## src/hw/rtl/meai_ram.sv

```systemverilog
`timescale 1ns / 1ps
module meai_ram #(
    parameter int WIDTH = 8,
    parameter int DEPTH = 256
) (
    input  logic                     i_clk,
    input  logic                     i_we,
    input  logic [$clog2(DEPTH)-1:0] i_waddr,
    input  logic [WIDTH-1:0]         i_wdata,
    input  logic [$clog2(DEPTH)-1:0] i_raddr,
    output logic [WIDTH-1:0]         o_rdata
);
    logic [WIDTH-1:0] r_mem [DEPTH];
    logic [WIDTH-1:0] r_rdata;

    always_ff @(posedge i_clk) begin
        if (i_we) begin
            r_mem[i_waddr] <= i_wdata;
        end
        r_rdata <= r_mem[i_raddr];
    end

    assign o_rdata = r_rdata;
endmodule

```

## config.mk

```make
export PLATFORM = sky130hd
export DESIGN_NAME = meai_ram
export DESIGN_NICKNAME = d
export VERILOG_FILES = /design/src/hw/rtl/meai_ram.sv
export SDC_FILE = /design/constraint.sdc
export NUM_CORES = 2
export LEC_CHECK = 0
export ABC_AREA = 1
export ABC_CLOCK_PERIOD_IN_PS = 2450
export BUFFER_PORTS_ARGS = -buffer_cell sky130_fd_sc_hd__buf_2
export CORE_MARGIN = 2
export CORE_UTILIZATION = 33
export CTS_CLUSTER_SIZE = 12
export DETAILED_ROUTE_END_ITERATION = 10
export GPL_ROUTABILITY_DRIVEN = 0
export PLACE_DENSITY = 0.53
export SLEW_MARGIN = 20
export SYNTH_ARGS = -nofsm -noshare
export SYNTH_HDL_FRONTEND = slang
export SYNTH_SLANG_ARGS = --single-unit
```

## constraint.sdc

```tcl
create_clock -name i_clk -period 2.45 [get_ports i_clk]
set_input_delay 0.3675 -clock i_clk [delete_from_list [all_inputs] [get_ports i_clk]]
set_output_delay 0.3675 -clock i_clk [all_outputs]
set_load 0.01 [all_outputs]
```

==> reports/qor.txt <==
Worst Path Required: 2.08 ns
Placed Cells incl. Taps: 10500
Fill count: 23900
Wire per inst: 22.6 um
CP Data Arrival Time: 1.74 ns
Clock Skews: 0.0345 ns
Reg2reg end: o_rdata[4]
Largest net degree at the start of global routing: 85
Count of different cell masters after synthesis: 14
DP Wirelength: 151 mm
Initial antenna violation count: 15
Post-DP Area: 91600 um2
CP Capture Type: output pin
Buffers on Ports: 33
Total core area: 251000 um2
Worst slew pin tran: 0.753 ns
Max-slew headroom: 49.6%
CTS max path bufs: 3
Status: finished, final reports clean
VDD IR max: 634 uV
TritonRoute pass-1 iters: 7
Register area share after synthesis: 73.9%
Total track usage: 18.8%
Initial Util: 33.2%
Later-pin clock latency in the skew report: 0.87 ns
Crit path buffers/inverters: 1
Total gr overflow: 0
Antenna-violating nets left: 0
Final slew viol count: 0
Synthesized flop and latch total: 2056
Initial DRC Count: 6130
Fmax: 475 MHz
RSZ-0062 raised after global routing: false
Hold depth: 6
CP Max Fanout: 4
Tmin final: 2.10 ns
Crit start category: flop
Sink Count: 2056
Via count: 55400
Synth-to-layout area growth: 17.3%
P_int: 56.2 mW
Reg power frac: 53.1%
Residual DRC: 0
Clk slew on worst S/H paths: 0.06 ns
Nets: 7394
Post-cts resize count: 0
Die Width: 507 um
CP delay by family, top: flip-flops
Min-Delay Endpoint: o_rdata[7]
HP Start: i_raddr[6]
First-pass GRT wire length: 360 mm
H-tree levels: 4
Cell Pwr Density: 747 nW/um2
Design Area, Final: 97800 um2
Die H: 507 um
Via-to-Cell Ratio: 5.09
Total Routed Length: 245 mm
Root Driver: clkbuf_16
CTS Buf Count: 208
Fin. Hold Viols: 0
Syn avg cell area: 11.9 um2
Switching portion of total power: 23.1%
Die area: 257000 um2
CTS tree: built
Static leakage: 34.4 nW
R2r worst-path depth: 10
Final setup fails: 0
Final core utilization: 38.9%
Slowest stage delay, CP: 0.65 ns
Reg-to-reg startpoint: r_mem[129][4]
Ports: 34
Syn Std Cell Area: 83400 um2
Share of layout cells above drive strength 1: 11.9%
# rows: 184
Syn Nets: 7029
Yosys warnings: 0
Slowest stage cell on the critical path: dfxtp_1
Hold_ws: 0.177 ns
Gate power share: 6.8%
Psw: 16.9 mW
Post-Synthesis Cells: 7003
Clock share of power: 40.1%
Vias in the first global route: 53600
HP Class: in2reg
Period utilization: 85.9%
Crit Path Class: reg2out
R2r setup slk: 0.53 ns
Post-Layout Cell Count: 10900
Max Cap Viol: 0
Sequence of cells on the critical path: buf_2
[area by class of cell]
class	instances	area (um2)	share of cell area, %
Antenna cell	6	15.0	0.0153
Clock buffer	285	5550	5.67
Clock inverter	75	571	0.583
Inverter	39	180	0.184
Multi-Input combinational cell	4425	19200	19.6
Sequential cell	2056	61700	63.0
Tap cell	3348	4190	4.28
Timing Repair Buffer	638	6500	6.64
[layout by cell type, fill, tap and decap left out, drive strengths merged]
cell type    synthesis  layout
inv                 39      47
dfxtp                8       8
bufinv               0       2
clkinvlp             0       1
nor2               283     283
clkinv               0      64
buf                371     629
nand3             2019    2019
clkbuf             112     285
edfxtp            2048    2048
nand2             2123    2123
diode                0       6
dlygate4sd3          0       9
[power by group through the flow]
stage	registers [mW]	logic, mW	clock network [mW]
3_3_place_gp	39.6	4.93	0
2_1_floorplan	39.5	2.39	0
3_5_place_dp	39.6	4.95	0
4_1_cts	38.8	4.98	30.0
5_1_grt	38.8	5.36	31.2
6_report	38.8	4.95	29.3
[Yosys cell counts]
master	number	area share [%]
buf_8	1	0.018
buf_2	268	1.6
buf_1	40	0.18
inv_1	36	0.16
nand3_1	2019	12
buf_4	46	0.41
inv_2	2	0.0090
inv_4	1	0.0075
buf_6	16	0.22
nor2_1	283	1.3
edfxtp_1	2048	74
dfxtp_1	8	0.19
nand2_1	2123	9.6
clkbuf_1	112	0.50
[registers in the layout, summed over array words and instances (netlist names)]
| name | count |
|---|---|
| o_rdata | 8 |
| r_mem | 2048 |
[cell families after synthesis]
kind of cell | Yosys count | share of synthesized area, %
flip-flops | 2056 | 73.9
buffers and inverters | 522 | 3.12
AND/OR/NAND/NOR | 4425 | 22.9
[what timing repair did]
action / CTS / global route
buffers inserted: 0 / 0
setup endpoints to repair: 0 / 0
hold buffers: 9 / 0
endpoints found under the hold margin: 231 / 0
[metal layers]
metal,global-route usage (%),wire length [um],vias to the layer above,part of all wire [%]
li1,-,-,25600,-
met1,25.5,105000,27500,43
met2,30.9,117000,1899,48
met3,2.89,15400,369,6.3
met4,5.93,7590,0,3.1
met5,0,0,-,0
[worst max path at each step]
| stage | from | to | slack, ns | cells after the start |
|---|---|---|---|---|
| after CTS | o_rdata[4] | o_rdata[4] | 0.28 | 1 |
| after global routing | o_rdata[4] | o_rdata[4] | 0.31 | 1 |
| after detailed placement | i_raddr[0] | o_rdata[4] | -0.30 | 14 |
| after global placement | i_raddr[0] | o_rdata[2] | -0.30 | 14 |
| after floorplan | i_we | r_mem[162][0] | 0.59 | 4 |
| final | o_rdata[4] | o_rdata[4] | 0.35 | 1 |
[through the flow]
stage / setup TNS, ns / worst slack [ns] / total power [mW]
2_1_floorplan: 0 / 0.591 / 41.9
3_3_place_gp: -1.23 / -0.299 / 44.5
3_5_place_dp: -1.17 / -0.298 / 44.5
4_1_cts: 0 / 0.280 / 73.8
5_1_grt: 0 / 0.315 / 75.4
6_report: 0 / 0.346 / 73.1
(Power assumes the default switching activity.)
